File: src/design/literal_repeat_run_decoder_macros.svh
// ----------------------------------------------------------------------------
// literal_repeat_run_decoder_macros.svh
// Assertion macros for the literal/repeat run decoder; they compile to
// nothing when NO_ASSERTIONS is defined.
// ----------------------------------------------------------------------------
`ifndef LITERAL_REPEAT_RUN_DECODER_MACROS_SVH
`define LITERAL_REPEAT_RUN_DECODER_MACROS_SVH

`ifndef NO_ASSERTIONS
// same-cycle implication
`define LRRD_ASSERT_IMP(lbl, clk, rstn, ante, cons) \
	lbl: assert property (@(posedge clk) disable iff (!rstn) (ante) |-> (cons)) \
		else $error("same-cycle check failed");
// next-cycle implication
`define LRRD_ASSERT_NXT(lbl, clk, rstn, ante, cons) \
	lbl: assert property (@(posedge clk) disable iff (!rstn) (ante) |=> (cons)) \
		else $error("next-cycle check failed");
`else
`define LRRD_ASSERT_IMP(lbl, clk, rstn, ante, cons)
`define LRRD_ASSERT_NXT(lbl, clk, rstn, ante, cons)
`endif

`endif

File: src/design/lrrd_pkg.sv
// ----------------------------------------------------------------------------
// lrrd_pkg
// Types and codes shared by the literal/repeat run decoder modules.
// ----------------------------------------------------------------------------
`default_nettype none

package lrrd_pkg;

	// input commands
	localparam logic CMD_START = 1'b0;
	localparam logic CMD_BYTE  = 1'b1;

	// result status codes
	localparam logic [1:0] ST_RUN     = 2'd0;
	localparam logic [1:0] ST_DONE    = 2'd1;
	localparam logic [1:0] ST_MIDRUN  = 2'd2;
	localparam logic [1:0] ST_IGNORED = 2'd3;

	localparam logic [15:0] TRACK_LENGTH_RESET = 16'd9216;

	typedef struct packed {
		logic        cmd;
		logic [15:0] block_length;
		logic [7:0]  data_byte;
	} item_t;

	typedef struct packed {
		logic [15:0] write_offset;
		logic [7:0]  fill_value;
		logic [7:0]  fill_count;
		logic [1:0]  status;
		logic        last;
	} result_t;

endpackage

`default_nettype wire

File: src/design/lrrd_item_if.sv
// ----------------------------------------------------------------------------
// lrrd_item_if
// Valid/ready channel carrying one compressed input item.
// ----------------------------------------------------------------------------
`default_nettype none

interface lrrd_item_if;
	logic        valid;
	logic        ready;
	logic        cmd;
	logic [15:0] block_length;
	logic [7:0]  data_byte;

	modport source (output valid, output cmd, output block_length, output data_byte,
		input ready);
	modport sink (input valid, input cmd, input block_length, input data_byte,
		output ready);
endinterface

`default_nettype wire

File: src/design/lrrd_result_if.sv
// ----------------------------------------------------------------------------
// lrrd_result_if
// Valid/ready channel carrying one track write command.
// ----------------------------------------------------------------------------
`default_nettype none

interface lrrd_result_if;
	logic        valid;
	logic        ready;
	logic [15:0] write_offset;
	logic [7:0]  fill_value;
	logic [7:0]  fill_count;
	logic [1:0]  status;
	logic        last;

	modport source (output valid, output write_offset, output fill_value,
		output fill_count, output status, output last, input ready);
	modport sink (input valid, input write_offset, input fill_value,
		input fill_count, input status, input last, output ready);
endinterface

`default_nettype wire

File: src/design/literal_repeat_run_decoder.sv
// ----------------------------------------------------------------------------
// literal_repeat_run_decoder
// Decodes a literal/repeat run-length stream one byte per item into track
// write commands (offset, value, count) with block status.
//
//   channel   dir   handshake         payload
//   item      in    valid / ready     cmd, block_length, data_byte
//   result    out   valid / ready     write_offset, fill_value, fill_count,
//                                     status, last
//   cfg       in    cfg_we            cfg_wdata (track_length)
//
// One item per cycle sustained while the result side takes each result; a
// result is offered once its item has passed the input register, then the
// result register.
// The run state updates in one pass of compare/subtract logic per item.
// Reset clears the run state to idle and loads track_length with 9216.
// A stalled result holds the result register and, through it, the input.
// ----------------------------------------------------------------------------
`default_nettype none

module literal_repeat_run_decoder #(
	parameter int OFFSET_BITS = 16
) (
	input  wire            clk,
	input  wire            arst_n,
	lrrd_item_if.sink      item,
	lrrd_result_if.source  result,
	input  wire            cfg_we,
	input  wire  [15:0]    cfg_wdata
);
	import lrrd_pkg::*;

	logic    valid_s1;
	item_t   item_s1;
	result_t res;
	logic    space;
	logic    advance;

	// move the held item on when the result register has room
	assign advance = valid_s1 && space;

	lrrd_in_reg u_in_reg (
		.clk      (clk),
		.arst_n   (arst_n),
		.item     (item),
		.advance  (advance),
		.valid_s1 (valid_s1),
		.item_s1  (item_s1)
	);

	lrrd_step #(
		.OFFSET_BITS (OFFSET_BITS)
	) u_step (
		.clk       (clk),
		.arst_n    (arst_n),
		.cfg_we    (cfg_we),
		.cfg_wdata (cfg_wdata),
		.valid_s1  (valid_s1),
		.item_s1   (item_s1),
		.advance   (advance),
		.res       (res)
	);

	lrrd_out_reg u_out_reg (
		.clk      (clk),
		.arst_n   (arst_n),
		.valid_in (valid_s1),
		.res_in   (res),
		.space    (space),
		.result   (result)
	);

endmodule

`default_nettype wire

File: src/design/lrrd_in_reg.sv
// ----------------------------------------------------------------------------
// lrrd_in_reg
// Input stage register: captures one item per transfer and holds it until
// the decode stage moves it on.
// ----------------------------------------------------------------------------
`default_nettype none

module lrrd_in_reg (
	input  wire                 clk,
	input  wire                 arst_n,
	lrrd_item_if.sink           item,
	input  wire                 advance,
	output logic                valid_s1,
	output lrrd_pkg::item_t     item_s1
);
	import lrrd_pkg::*;

	logic take;

	// accept when empty or when the held item leaves this cycle
	assign item.ready = !valid_s1 || advance;
	assign take       = item.valid && item.ready;

	// hold the stage valid flag
	always_ff @(posedge clk or negedge arst_n) begin
		if (!arst_n) begin
			valid_s1 <= 1'b0;
		end else if (item.ready) begin
			valid_s1 <= item.valid;
		end
	end

	// capture the payload on transfer
	always_ff @(posedge clk) begin
		if (take) begin
			item_s1.cmd          <= item.cmd;
			item_s1.block_length <= item.block_length;
			item_s1.data_byte    <= item.data_byte;
		end
	end

endmodule

`default_nettype wire

File: src/design/lrrd_step.sv
// ----------------------------------------------------------------------------
// lrrd_step
// Decode state and next-state logic: turns the held item into one write
// command and advances the run state when the item moves on.
// ----------------------------------------------------------------------------
`default_nettype none

`include "literal_repeat_run_decoder_macros.svh"

module lrrd_step #(
	parameter int OFFSET_BITS = 16
) (
	input  wire                 clk,
	input  wire                 arst_n,
	input  wire                 cfg_we,
	input  wire  [15:0]         cfg_wdata,
	input  wire                 valid_s1,
	input  lrrd_pkg::item_t     item_s1,
	input  wire                 advance,
	output lrrd_pkg::result_t   res
);
	import lrrd_pkg::*;

	localparam int W = (OFFSET_BITS > 16) ? OFFSET_BITS : 16;

	localparam logic [2:0] PH_IDLE  = 3'd0;
	localparam logic [2:0] PH_LEN   = 3'd1;
	localparam logic [2:0] PH_LIT   = 3'd2;
	localparam logic [2:0] PH_COUNT = 3'd3;
	localparam logic [2:0] PH_REP   = 3'd4;

	logic [15:0]            tl_q;
	logic [2:0]             phase_q,  phase_d;
	logic [15:0]            bll_q,    bll_d;
	logic [7:0]             lit_q,    lit_d;
	logic [7:0]             rep_q,    rep_d;
	logic [OFFSET_BITS-1:0] off_q,    off_d;

	logic [W-1:0]  off_ext;
	logic [W-1:0]  tl_ext;
	logic [W-1:0]  room;
	logic [15:0]   bll_dec;
	logic [7:0]    lit_dec;
	logic [7:0]    len_blk;
	logic [7:0]    len_cut;
	logic [7:0]    rep_cut;

	// track length register
	always_ff @(posedge clk or negedge arst_n) begin
		if (!arst_n) begin
			tl_q <= TRACK_LENGTH_RESET;
		end else if (cfg_we) begin
			tl_q <= cfg_wdata;
		end
	end

	// room left in the track, zero once the offset has reached the end
	assign off_ext = W'(off_q);
	assign tl_ext  = W'(tl_q);
	assign room    = (tl_ext > off_ext) ? (tl_ext - off_ext) : '0;
	assign bll_dec = bll_q - 16'd1;
	assign lit_dec = lit_q - 8'd1;

	// literal length cut to block bytes left, then to room
	assign len_blk = ({8'd0, item_s1.data_byte} > bll_dec) ? bll_dec[7:0] : item_s1.data_byte;
	assign len_cut = (W'(len_blk) > room) ? room[7:0] : len_blk;
	// repeat count cut to room
	assign rep_cut = (W'(rep_q) > room) ? room[7:0] : rep_q;

	// next state and result
	always_comb begin
		phase_d = phase_q;
		bll_d   = bll_q;
		lit_d   = lit_q;
		rep_d   = rep_q;
		off_d   = off_q;
		res.write_offset = off_ext[15:0];
		res.fill_value   = 8'd0;
		res.fill_count   = 8'd0;
		res.status       = ST_RUN;
		res.last         = 1'b0;
		if (item_s1.cmd == CMD_START) begin
			off_d = '0;
			lit_d = 8'd0;
			rep_d = 8'd0;
			bll_d = item_s1.block_length;
			res.write_offset = 16'd0;
			if (item_s1.block_length == 16'd0) begin
				phase_d    = PH_IDLE;
				res.status = ST_DONE;
				res.last   = 1'b1;
			end else begin
				phase_d = PH_LEN;
			end
		end else begin
			case (phase_q)
				PH_LEN: begin
					bll_d = bll_dec;
					if (bll_dec == 16'd0) begin
						phase_d    = PH_IDLE;
						res.status = ST_MIDRUN;
						res.last   = 1'b1;
					end else begin
						lit_d   = len_cut;
						phase_d = (len_cut == 8'd0) ? PH_COUNT : PH_LIT;
					end
				end
				PH_LIT: begin
					off_d = off_q + OFFSET_BITS'(1);
					bll_d = bll_dec;
					lit_d = lit_dec;
					res.fill_value = item_s1.data_byte;
					res.fill_count = 8'd1;
					if (bll_dec == 16'd0) begin
						phase_d    = PH_IDLE;
						res.status = ST_DONE;
						res.last   = 1'b1;
					end else if (lit_dec == 8'd0) begin
						phase_d = PH_COUNT;
					end
				end
				PH_COUNT: begin
					bll_d = bll_dec;
					if (bll_dec == 16'd0) begin
						phase_d    = PH_IDLE;
						res.status = ST_MIDRUN;
						res.last   = 1'b1;
					end else begin
						rep_d   = item_s1.data_byte;
						phase_d = PH_REP;
					end
				end
				PH_REP: begin
					bll_d = bll_dec;
					off_d = off_q + OFFSET_BITS'(rep_cut);
					rep_d = 8'd0;
					res.fill_value = (rep_cut != 8'd0) ? item_s1.data_byte : 8'd0;
					res.fill_count = rep_cut;
					if (bll_dec == 16'd0) begin
						phase_d    = PH_IDLE;
						res.status = ST_DONE;
						res.last   = 1'b1;
					end else begin
						phase_d = PH_LEN;
					end
				end
				default: begin
					phase_d    = PH_IDLE;
					res.status = ST_IGNORED;
				end
			endcase
		end
	end

	// advance the run state when the item leaves the stage
	always_ff @(posedge clk or negedge arst_n) begin
		if (!arst_n) begin
			phase_q <= PH_IDLE;
			bll_q   <= 16'd0;
			lit_q   <= 8'd0;
			rep_q   <= 8'd0;
			off_q   <= '0;
		end else if (advance) begin
			phase_q <= phase_d;
			bll_q   <= bll_d;
			lit_q   <= lit_d;
			rep_q   <= rep_d;
			off_q   <= off_d;
		end
	end

	`LRRD_ASSERT_IMP(a_write_only_running, clk, arst_n, valid_s1 && (res.fill_count != 8'd0), (res.status == ST_RUN) || (res.status == ST_DONE))
	`LRRD_ASSERT_IMP(a_last_ends_block, clk, arst_n, valid_s1 && res.last, (res.status == ST_DONE) || (res.status == ST_MIDRUN))
	`LRRD_ASSERT_NXT(a_start_clears_offset, clk, arst_n, advance && (item_s1.cmd == CMD_START), off_q == '0)
	`LRRD_ASSERT_NXT(a_block_end_idles, clk, arst_n, advance && res.last, phase_q == PH_IDLE)

endmodule

`default_nettype wire

File: src/design/lrrd_out_reg.sv
// ----------------------------------------------------------------------------
// lrrd_out_reg
// Result register: holds one write command until the consumer takes it,
// and lets the next one in during the same cycle.
// ----------------------------------------------------------------------------
`default_nettype none

module lrrd_out_reg (
	input  wire                 clk,
	input  wire                 arst_n,
	input  wire                 valid_in,
	input  lrrd_pkg::result_t   res_in,
	output logic                space,
	lrrd_result_if.source       result
);
	import lrrd_pkg::*;

	logic    valid_q;
	result_t res_q;

	// free when empty or when the held result transfers now
	assign space = !valid_q || result.ready;

	// hold the valid flag
	always_ff @(posedge clk or negedge arst_n) begin
		if (!arst_n) begin
			valid_q <= 1'b0;
		end else if (space) begin
			valid_q <= valid_in;
		end
	end

	// load the payload
	always_ff @(posedge clk) begin
		if (space && valid_in) begin
			res_q <= res_in;
		end
	end

	assign result.valid        = valid_q;
	assign result.write_offset = res_q.write_offset;
	assign result.fill_value   = res_q.fill_value;
	assign result.fill_count   = res_q.fill_count;
	assign result.status       = res_q.status;
	assign result.last         = res_q.last;

endmodule

`default_nettype wire

File: src/flat_wrapper.sv
// flat-port wrapper written by rule: the top's interface ports become plain ports
module literal_repeat_run_decoder_flat import lrrd_pkg::*;
#(
	parameter int OFFSET_BITS = 16
)
  (clk, arst_n, cfg_we, cfg_wdata, item_valid, item_cmd, item_block_length, item_data_byte, item_ready, result_valid, result_write_offset, result_fill_value, result_fill_count, result_status, result_last, result_ready);
  lrrd_item_if item_i ();
  lrrd_result_if result_i ();
  input  wire clk;
  input  wire arst_n;
  input  wire cfg_we;
  input  wire  [15:0] cfg_wdata;
  input wire logic [$bits(item_i.valid)-1:0] item_valid;
  input wire logic [$bits(item_i.cmd)-1:0] item_cmd;
  input wire logic [$bits(item_i.block_length)-1:0] item_block_length;
  input wire logic [$bits(item_i.data_byte)-1:0] item_data_byte;
  output wire logic [$bits(item_i.ready)-1:0] item_ready;
  output wire logic [$bits(result_i.valid)-1:0] result_valid;
  output wire logic [$bits(result_i.write_offset)-1:0] result_write_offset;
  output wire logic [$bits(result_i.fill_value)-1:0] result_fill_value;
  output wire logic [$bits(result_i.fill_count)-1:0] result_fill_count;
  output wire logic [$bits(result_i.status)-1:0] result_status;
  output wire logic [$bits(result_i.last)-1:0] result_last;
  input wire logic [$bits(result_i.ready)-1:0] result_ready;
  assign item_i.valid = item_valid;
  assign item_i.cmd = item_cmd;
  assign item_i.block_length = item_block_length;
  assign item_i.data_byte = item_data_byte;
  assign item_ready = item_i.ready;
  assign result_valid = result_i.valid;
  assign result_write_offset = result_i.write_offset;
  assign result_fill_value = result_i.fill_value;
  assign result_fill_count = result_i.fill_count;
  assign result_status = result_i.status;
  assign result_last = result_i.last;
  assign result_i.ready = result_ready;
  literal_repeat_run_decoder #(.OFFSET_BITS(OFFSET_BITS)) u_core (.clk(clk), .arst_n(arst_n), .item(item_i), .result(result_i), .cfg_we(cfg_we), .cfg_wdata(cfg_wdata));
endmodule
File: config.mk
export PLATFORM = sky130hd
export DESIGN_NAME = literal_repeat_run_decoder_flat
export DESIGN_NICKNAME = d
export VERILOG_FILES = /design/src/design/lrrd_pkg.sv /design/src/design/lrrd_item_if.sv /design/src/design/lrrd_result_if.sv /design/src/design/literal_repeat_run_decoder.sv /design/src/design/lrrd_in_reg.sv /design/src/design/lrrd_step.sv /design/src/design/lrrd_out_reg.sv /design/src/flat_wrapper.sv
export VERILOG_INCLUDE_DIRS = /design/src /design/src/design
export SDC_FILE = /design/constraint.sdc
export NUM_CORES = 1
export LEC_CHECK = 0
export ABC_AREA = 1
export BUFFER_PORTS_ARGS = -buffer_cell sky130_fd_sc_hd__buf_2
export CORE_MARGIN = 1
export CORE_UTILIZATION = 28
export DETAILED_ROUTE_END_ITERATION = 7
export GPL_ROUTABILITY_DRIVEN = 0
export HOLD_SLACK_MARGIN = 0.15
export PLACE_DENSITY = 0.53
export SYNTH_ARGS = -nofsm -noshare
export SYNTH_HDL_FRONTEND = slang
export SYNTH_SLANG_ARGS = --single-unit
File: constraint.sdc
create_clock -name clk -period 10.3 [get_ports clk]
set_input_delay 1.545 -clock clk [delete_from_list [all_inputs] [get_ports clk]]
set_output_delay 1.545 -clock clk [all_outputs]
set_load 0.05 [all_outputs]
# Word level (Yosys, flattened, before mapping)
# Cells that the tools add are included.
dict set report op_classes {
  addsub 5
  mul 0
  div 0
  n_lt_le_gt_ge 4
  eq_ne 11
  n_shift 0
  n_mux 31
  n_bitwise 0
  reduce_logical 19
}
# cell count
set op_table {}
lappend op_table {{$mux 16} 4}
lappend op_table {{$mux 8} 8}
lappend op_table {{$pmux 16 s2} 2}
lappend op_table {{$gt 8x16->1} 3}
lappend op_table {{$logic_not 16->1} 2}
lappend op_table {{$pmux 8 s2} 2}
lappend op_table {{$mux 3} 6}
lappend op_table {{$add 16x1->16 const B} 1}
lappend op_table {{$add 16x8->16} 1}
lappend op_table {{$gt 16x16->1} 1}
lappend op_table {{$logic_not 8->1} 2}
lappend op_table {{$sub 16x1->16 const B} 1}
lappend op_table {{$sub 16x16->16} 1}
lappend op_table {{$ne 3x3->1 const B} 5}
lappend op_table {{$pmux 3 s4} 1}
lappend op_table {{$reduce_bool 8->1} 1}
lappend op_table {{$sub 8x1->8 const B} 1}
lappend op_table {{$eq 3x2->1 const B} 2}
lappend op_table {{$mux 2} 3}
lappend op_table {{$reduce_and 2->1} 3}
lappend op_table {{$reduce_and 3->1} 2}
lappend op_table {{$ne 4x4->1 const B} 1}
lappend op_table {{$pmux 2 s2} 1}
lappend op_table {{$reduce_or 2->1} 2}
lappend op_table {{9 further kinds} 14}
dict set report totals {
  regBits 129
  latch_bits 0
  ramBits 0
  rom_bits 0
  output_inout_bits 37
  wordCells 86
  memories 0
}

# Logic depth before layout (Yosys ltp)
# Gate-level depths: netlist of run 1.
dict set report logic_depth {
  ltp_word 10
  mapped_depth 42
  depth_no_buf 41
}

# By module
# Synthesis of run 1 repeated with hierarchy kept, for this count alone.
dict set report hier_totals {
  cells_unflattened 1063
  hier_area_um2 8305.5
}
# mod n_inst cells_per_inst area_each_um2 seq_area_each_um2
set by_module_without_submodules {}
lappend by_module_without_submodules {lrrd_step 1 989 6406.1 1679.1}
lappend by_module_without_submodules {lrrd_out_reg 1 41 1096.1 1076.0}
lappend by_module_without_submodules {lrrd_in_reg 1 31 795.8 775.7}
lappend by_module_without_submodules {literal_repeat_run_decoder 1 2 7.5 0.0}

# Worst setup path after synthesis of run 1
# Ideal clock, no wire load.
dict set report synth_timing {
  path_kind {reg2reg}
  startpoint {reg u_core.u_step.off_q[0], in the netlist u_core.u_step.off_ext[0]}
  endpoint {reg u_core.u_step.off_q[14], in the netlist u_core.u_step.off_ext[14]}
  setup_time_ns 0.129
  t_arrival_ns 4.817
  slack_ns 5.354
  path_stages_with_launch 38
  path_buffers 1
  cell_sequence {dfrtp_1 -> ha_1 -> inv_1 -> fa_1 -> nand3_1 -> nand3_2 -> nand2_1 -> nand2_1 -> nand2_1 -> nand2_1 -> nand2_2 -> nor2_1 -> inv_1 -> ha_1 -> nand2_1 -> inv_1 -> nand3_1 -> o32a_1 -> [... 2 more ...] -> o21ai_1 -> or2_2 -> ha_1 -> fa_1 -> nand3_1 -> nand3_1 -> nand2_1 -> nand2_1 -> a21oi_1 -> nor2_1 -> o21ai_0 -> nand2_1 -> nand2_1 -> inv_1 -> nand3_1 -> nor2_1 -> a21oi_1 -> nor3_1}
}
dict set report synth_via {
  elab_chain_cells 7
  word_cells_on_any_way 9
  classes_between {add/sub: 3; order compare: 2; mux: 4}
}
# item line
set synth_rtl {}
lappend synth_rtl {{start: declaration} lrrd_step.sv:37} ;# logic [OFFSET_BITS-1:0] off_q, off_d;
lappend synth_rtl {{start signal: assignment} lrrd_step.sv:162} ;# off_q <= '0;
lappend synth_rtl {{start signal: assignment} lrrd_step.sv:168} ;# off_q <= off_d;
lappend synth_rtl {{$sub 16x16->16 / $gt 16x16->1 (equally long branches)} lrrd_step.sv:60} ;# assign room = (tl_ext > off_ext) ? (tl_ext - off_ext) : '0;
lappend synth_rtl {{$mux 16} lrrd_step.sv:60}
lappend synth_rtl {{$gt 8x16->1} lrrd_step.sv:68} ;# assign rep_cut = (W'(rep_q) > room) ? room[7:0] : rep_q;
lappend synth_rtl {{$mux 8} lrrd_step.sv:68}
lappend synth_rtl {{$add 16x8->16} lrrd_step.sv:135} ;# off_d = off_q + OFFSET_BITS'(rep_cut);
lappend synth_rtl {{$pmux 16 s2 *} lrrd_step.sv:96} ;# case (phase_q)
lappend synth_rtl {{$mux 16 *} lrrd_step.sv:82} ;# if (item_s1.cmd == CMD_START) begin
# Every way passes the cells marked *; elsewhere a longest branch is shown, timed or not.
# A chain may end at the register's enable or synchronous reset.

# Final worst setup path of run 1
# Same ends and word-level chain as after synthesis.

==> results of run 1 <==
[worst paths after layout]
path	start	depth (start not counted)	slack [ns]	end
max reg2reg	u_core.u_step.off_ext[0]	38	4.69	u_core.u_step.off_ext[14]
max	u_core.u_step.off_ext[0]	38	4.69	u_core.u_step.off_ext[14]
min reg2reg	u_core.u_step.lit_q[7]	2	0.50	u_core.u_step.lit_q[7]
max in group asynchronous	arst_n	2	8.31	u_core.u_step.bll_q[15]
min	u_core.u_step.lit_q[7]	2	0.50	u_core.u_step.lit_q[7]
min in group asynchronous	arst_n	2	1.37	u_core.u_step.off_ext[15]
[cell type report]
class,count,area [µm²],share of cell area (%)
Tap cell,384,480,5.00
Timing Repair Buffer,87,448,4.67
Multi-Input combinational cell,734,3960,41.2
Sequential cell,129,3530,36.8
Clock buffer,18,429,4.47
Inverter,160,601,6.25
Clock inverter,14,155,1.62
[routing by layer]
layer	global-route usage, %	share of wire [%]
met4	5.16	1.6
met2	22.6	42
met3	2.70	5.5
met5	0	0
met1	22.6	51
[worst max-delay path: cells and delay by family (launching register included)]
| kind | cells | cell delay (ns) |
|---|---|---|
| and+or+nand+nor | 23 | 2.45 |
| adders and majority gates | 5 | 1.40 |
| AOI/OAI and AO/OA | 6 | 0.87 |
| DFF | 1 | 0.42 |
| buffers and inverters | 4 | 0.35 |
[through the flow]
| stage | area [µm²] | util (%) | hold slack [ns] | power [mW] | worst slack [ns] |
|---|---|---|---|---|---|
| CTS | 9600 | 33.5 | 0.504 | 2.32 | 4.76 |
| global route | 9600 | 33.5 | 0.546 | 2.49 | 4.04 |
| detailed placement | 9020 | 31.4 | 0.489 | 1.70 | 4.80 |
| global placement | 9020 | 31.4 | 0.485 | 1.69 | 5.00 |
| finish | 9600 | 33.5 | 0.501 | 2.31 | 4.69 |
| floorplan | 8170 | - | 0.470 | 1.45 | 5.35 |
[cell families (layout without fill, tap and decap cells)]
kind of cell / after synthesis / in the layout / share of synthesized area [%]
DFF: 129 / 129 / 43.2
xor gates and xnor gates: 18 / 18 / 1.93
buffers and inverters: 180 / 279 / 8.39
AOI/OAI and AO/OA: 125 / 125 / 8.88
and+or+nand+nor: 525 / 525 / 27.5
muxes: 15 / 15 / 2.07
adders and majority gates: 51 / 51 / 7.99
[cell usage after synthesis (2+ instances only)]
cell / count
a21oi_2: 2
nor2_2: 4
nor3_1: 22
nand2_2: 4
dfstp_2: 2
a31oi_1: 3
and2_1: 4
o21bai_1: 5
buf_2: 2
o21a_1: 2
o21ai_0: 46
nand3_2: 3
or2_2: 2
nand4_1: 30
o21ai_1: 12
nand2_1: 287
xnor2_1: 11
xor2_1: 7
inv_1: 156
ha_1: 49
o211ai_1: 10
clkinv_1: 3
a21oi_1: 26
fa_1: 2
dfrtp_1: 67
nand3_1: 47
mux2_2: 15
edfxtp_1: 60
o22ai_1: 13
clkbuf_1: 15
nor3b_1: 2
buf_1: 2
nor2_1: 113
[state kept, by name, summed over array words and instances, names as in the netlist]
signal                                cells
u_core.u_step.lit_q                       8
u_core.u_out_reg.result.status            2
u_core.u_step.bll_q                      16
u_core.u_step.phase_q                     3
u_core.u_step.tl_ext                     16
u_core.u_step.rep_q                       8
u_core.u_in_reg.valid_s1                  1
u_core.u_out_reg.result.last              1
u_core.u_out_reg.result.valid             1
u_core.u_out_reg.result.fill_count        8
u_core.u_out_reg.result.fill_value        8
u_core.u_in_reg.item_s1                  25
u_core.u_step.off_ext                    16
u_core.u_out_reg.result.write_offset     16
[report_power, final]
| group | total [mW] | switching, mW | internal [mW] |
|---|---|---|---|
| clock | 0.611 | 0.251 | 0.360 |
| combinational | 0.963 | 0.653 | 0.309 |
| sequential | 0.735 | 0.0821 | 0.653 |
| total | 2.31 | 0.986 | 1.32 |
==> impl_summary.md, run 1 <==
Floorplanning
After floorplanning, the core was sized to cover 28700 µm². The total number of placement rows is 62. The floorplan die area is 29900 µm².

The initial cell density of the core is 28.5%. The die width is 173 µm. The die extent in y is 173 µm. The number of top-level pins is 83.

Placed design
The count of buffers added on input and output ports is 82. The wire-length estimate of the detail-placed layout is 16800 µm. The instance count after placement with tap cells included is 1494.

Routing
The routed wire length is 22000 µm. In the routed design, unresolved DRC markers number 0. The total iterations of the first detailed-routing run is 5. The routed wirelength normalized by instance count is 14.4 µm. The via-per-instance ratio is 4.64. The count of nets left with antenna violations once routing finished came out at 0.

The starting DRC count in detailed routing is 546. The total via count after detailed routing is 7077.

Power
The analysis attributes to cell leakage a power of 4.64 nW. The peak supply drop is 0.0872 mV. In this run the power density over the cells is 240 nW/µm².

Synthesis
The average instance in the mapped netlist occupies 7.83 µm². The Yosys step of the flow raised 0 warnings. The synthesized instance count is 1043. The portion of the post-synthesis area used by sequential elements is 43.2%. The synthesized cell area is 8170 µm². The post-synthesis net count is 1140.

The prevailing post-synth register cell is dfrtp_1. After synthesis, the cell types taking the most area are edfxtp_1 (22%), dfrtp_1 (21%), nand2_1 (13%). The number of synthesized flops with an enable pin is 60. The biggest area consumer among synthesized cells is edfxtp_1. The post-synthesis async set-or-reset flop share is 53.5%.

The post-synthesis cell type count is 48. The synthesized design devotes to its leading area cell type 22.1% of total area. The flip-flop and latch count after synthesis is 129.

Clock tree
The root buffer cell chosen for the clock tree is clkbuf_16. Gates resized during post-CTS repair numbered 0. The clock latency on the worst-skew pair is 0.43 ns. CTS saw 129 sinks. The number of setup buffers added after CTS is 0. Clock-pin slew was measured on the worst setup and hold paths at 0.07 ns. TritonCTS built the clock tree.

The quantity of hold-fixing buffers added after cts is 0. The number of buffers created by CTS is 17. The number of H-tree levels is 4.

The maximum clock insertion buffer count is 2.

Setup path
The slowest cell on the critical path is dfrtp_1. The type of the worst setup path is reg -> reg. At the worst endpoint, the arrival time is 5.91 ns. The maximum single-stage delay on the critical path is 0.42 ns. The maximum fanout along the worst path is 16. At the worst endpoint, the required time is 10.60 ns.

STA classifies the critical path startpoint as a flop. The most numerous cell type found on the critical path is nand2_1. The endpoint class of the critical path is a flop.

Cells and area
The fraction of layout instances using a drive strength above 1 is 13.8%. The number of antenna diodes in the final layout is 0. The count of cells in the finished layout, fillers not included, comes to 1526. The layout has 3094 filler cells.

From synthesis to final layout, the design area changed by 17.5%. The most common library cell in the layout ignoring fill and taps is nand2_1. For this run, the post-layout net count is 1226. In the layout the commonest cells are nand2_1 (287), inv_1 (156), nor2_1 (113).

Timing
The worst path in the final design needs a cycle of 5.61 ns, including I/O delays and setup. Setup repair after global routing left no endpoint under its margin. For this run, the top clock speed supported by timing is 178 MHz. Measured against its own limit, the worst slew margin works out to 13.9%. Setup violations remaining at the end of the flow were counted as 0. The max-slew violation count was 0. Dividing the final minimum period by the clock period gives 54.5%.

Setup total negative slack on the finished layout was measured at 0 ns. The final clock skew is 0.00932 ns. The transition time at the pin with the least slew margin is 1.29 ns. The final hold violation count is 0.

GRT
The initial antenna violation count is 0. The overall track demand over capacity in global routing is 15.4%. The number of global-route vias before repair is 6840. After global routing the overflow that remains totals 0.

The first global-routing pass estimated 36500 µm of wire. The largest net degree at the start of global routing is 70.

Outcome
The run finished with clean final reports.

Flow run
Max-cap violations in this run came to 0.

Hold path
The worst hold path belongs to the class reg -> reg.
Note: power is estimated with default switching activity, not from simulation.
==> run 2, diff against run 1 <==
--- a/config.mk
+++ b/config.mk
@@ -13,7 +13,7 @@
 export DETAILED_ROUTE_END_ITERATION = 7
 export GPL_ROUTABILITY_DRIVEN = 0
 export HOLD_SLACK_MARGIN = 0.15
-export PLACE_DENSITY = 0.53
+export PLACE_DENSITY = 0.54
 export SYNTH_ARGS = -nofsm -noshare
 export SYNTH_HDL_FRONTEND = slang
 export SYNTH_SLANG_ARGS = --single-unit
==> constraint.sdc (replaced) <==
create_clock -name clk -period 5.06 [get_ports clk]
set_input_delay 0.759 -clock clk [delete_from_list [all_inputs] [get_ports clk]]
set_output_delay 0.759 -clock clk [all_outputs]
set_load 0.05 [all_outputs]
==> impl_summary.md, run 2 (synthesized netlist as in run 1, its figures left out) <==
Timing
The transition time at the pin with the least slew margin is 1.20 ns. The worst slew margin relative to its limit is 19.7%. The max-slew violation count came to 0. For the final routed database, the setup TNS stands at 0 ns. Of the available clock period, the critical path in the final layout requires 96.1%. The final count of negative-setup-slack endpoints is 0. For this run, the top clock speed supported by timing is 206 MHz. The final hold violation count is 0. The final period demand of the worst path is 4.86 ns.

Setup repair after global routing could not meet its margin everywhere. Across the routed clock network, the largest skew measured is 0.0142 ns.

GRT
The initial antenna violation count is 0. The number of global-route vias before repair is 6895. The overall track demand over capacity in global routing is 15.4%. Entering global routing, the biggest net connects 70 pins. The global-route wire length before repair is 36100 µm. After global routing the overflow that remains totals 0.

Cells and area
Cells fill 37.0% of the core in the end. The number of antenna diodes in the final layout is 0. Leaving out fill and tap cells, the most frequent cell in the layout is nand2_1. Of the cells placed in the final design, the portion with a size suffix greater than 1 is 24.7%. From synthesis to final layout, the design area changed by 29.9%. The flip-flop count of the largest register, all copies and words added is 25. In the layout the commonest cells are nand2_1 (272), inv_1 (144), nor2_1 (98). The final layout net count is 1287.

Ranked by flip-flop count, first place goes to u_core.u_in_reg.item_s1. The post-route non-filler standard cell count is 1587.

Floorplanning
The die width is 173 µm. The die covers 29900 µm². The number of top-level pins is 83. The floorplan step set the die height to 173 µm. The core footprint is 28700 µm².

Row generation in the floorplan step produced 62 rows. For this configuration, the core starts out at a cell density of 28.5%.

Outcome
The flow ran to the end, and the final reports show no timing, DRC or antenna violations.

Routing
The final route contains 7288 vias. The remaining routing DRC violations is 0. The first TritonRoute pass finished after 5 iterations. The starting DRC count in detailed routing is 458. The routed wirelength normalized by instance count is 14.4 µm. The routed wire length is 22900 µm. Once detail routing completed, the nets flagged for antenna violations numbered 0.

The via-per-instance ratio is 4.59.

Setup path
The maximum single-stage delay on the critical path is 0.38 ns. The data required time at the worst endpoint is 5.36 ns. The maximum fanout along the worst path is 6.

The total buffers and inverters traversed by the critical path is 3. The category of cells accounting for the largest share of critical-path delay is simple AND/OR/NAND/NOR gates. The most numerous cell type found on the critical path is nand2_2. The startpoint type of the worst setup path is a flop. By startpoint and endpoint, the worst setup path is classified as reg -> reg.

STA classifies the critical path endpoint as a flop. The slowest cell on the critical path is dfrtp_1. At the worst endpoint, the arrival time is 5.17 ns.

Hold path
The path category of the worst min-delay check is in -> reg.

Clock tree
TritonCTS built the clock tree. The number of H-tree levels is 4. The buffer type at the clock tree root is clkbuf_16. The clock sink count is 129. At the later pin of the worst-skew pair, clock insertion delay measures 0.43 ns. The clock slew seen by the registers of the worst setup and hold paths is 0.06 ns. The longest clock path from root to sink contains 2 buffers. The number of clock buffers added by TritonCTS is 17.

Power
The analysis attributes to cell leakage a power of 5.03 nW. The ratio of total power to cell area is 492 nW/µm². The peak supply drop is 0.221 mV.

Placed design
Once detailed placement completed, the half-perimeter wirelength came to 17000 µm. The number of placed instances, taps included, is 1542. Port buffering added 82 buffers.

Flow run
Max-cap violations in this run came to 0.
run 2: cell count changes in the layout (fill, tap and decap cells not counted), moves of 12 or more:
cell and delta:
ha_4 +16, ha_1 -17, inv_1 -12, nor2_1 -15
nand2_1 -15, buf_4 +58, inv_2 +13
run 2: power by group:
part	total, mW	internal [mW]	switching [mW]
Sequential	1.50	1.33	0.174
Combinational	2.33	0.875	1.46
Clock	1.39	0.883	0.505
run 2: metal layers:
layer	global-route usage [%]	share of wire (%)	vias to the layer above
li1	-	-	3702
met1	22.9	52	3389
met2	22.5	42	172
met3	2.68	4.2	25
met4	4.68	1.7	0
met5	0	0	-
run 2: per-stage QoR:
stage	total power [mW]	setup WS, ns	area [µm²]	hold slack, ns
2_1_floorplan	2.95	0.114	8170	0.463
3_3_place_gp	3.59	0.0641	9380	0.492
3_5_place_dp	3.60	-0.0716	9380	0.488
4_1_cts	5.02	-0.00124	10100	0.481
5_1_grt	5.60	-0.0613	10600	0.482
6_report	5.22	0.195	10600	0.503
run 2: worst paths after layout:
kind / startpoint / end / slack (ns) / depth (start not counted)
worst min register to register: u_core.u_step.lit_q[7] / u_core.u_step.lit_q[7] / 0.50 / 2
worst max-delay path: u_core.u_step.off_ext[3] / u_core.u_step.off_ext[12] / 0.20 / 35
worst min-delay path: item_data_byte[6] / u_core.u_in_reg.item_s1[6] / 0.50 / 1
worst max register to register: u_core.u_step.off_ext[3] / u_core.u_step.off_ext[12] / 0.20 / 35
min in group asynchronous: arst_n / u_core.u_step.tl_ext[5] / 0.59 / 2
max in group asynchronous: arst_n / u_core.u_step.bll_q[14] / 3.83 / 2
run 2: final cells by class:
type	instances	area [µm²]
flip-flops and latches	129	3530
inverters	160	601
multi-input cells	734	4410
well taps	384	480
repair buffers	148	935
fillers	2955	18100
clock inverters	14	225
clock buffers	18	429
run 2: worst reg2reg max path: cells and delay by family, from the launching register on:
| kind | cells | cell delay, ns |
|---|---|---|
| compound gates | 7 | 0.94 |
| fa+ha+maj | 4 | 1.12 |
| buf+inv | 3 | 0.26 |
| flops | 1 | 0.38 |
| simple gates | 21 | 2.06 |
run 2: repair_timing:
action                                  in CTS  in global routing
endpoints found under the setup margin       5                 10
hold buffers                                 0                  0
setup buffers                                1                 11
pin swaps                                    3                 43
gates cloned                                 0                  1
gates resized for setup                      5                100
endpoints found under the hold margin        0                  0
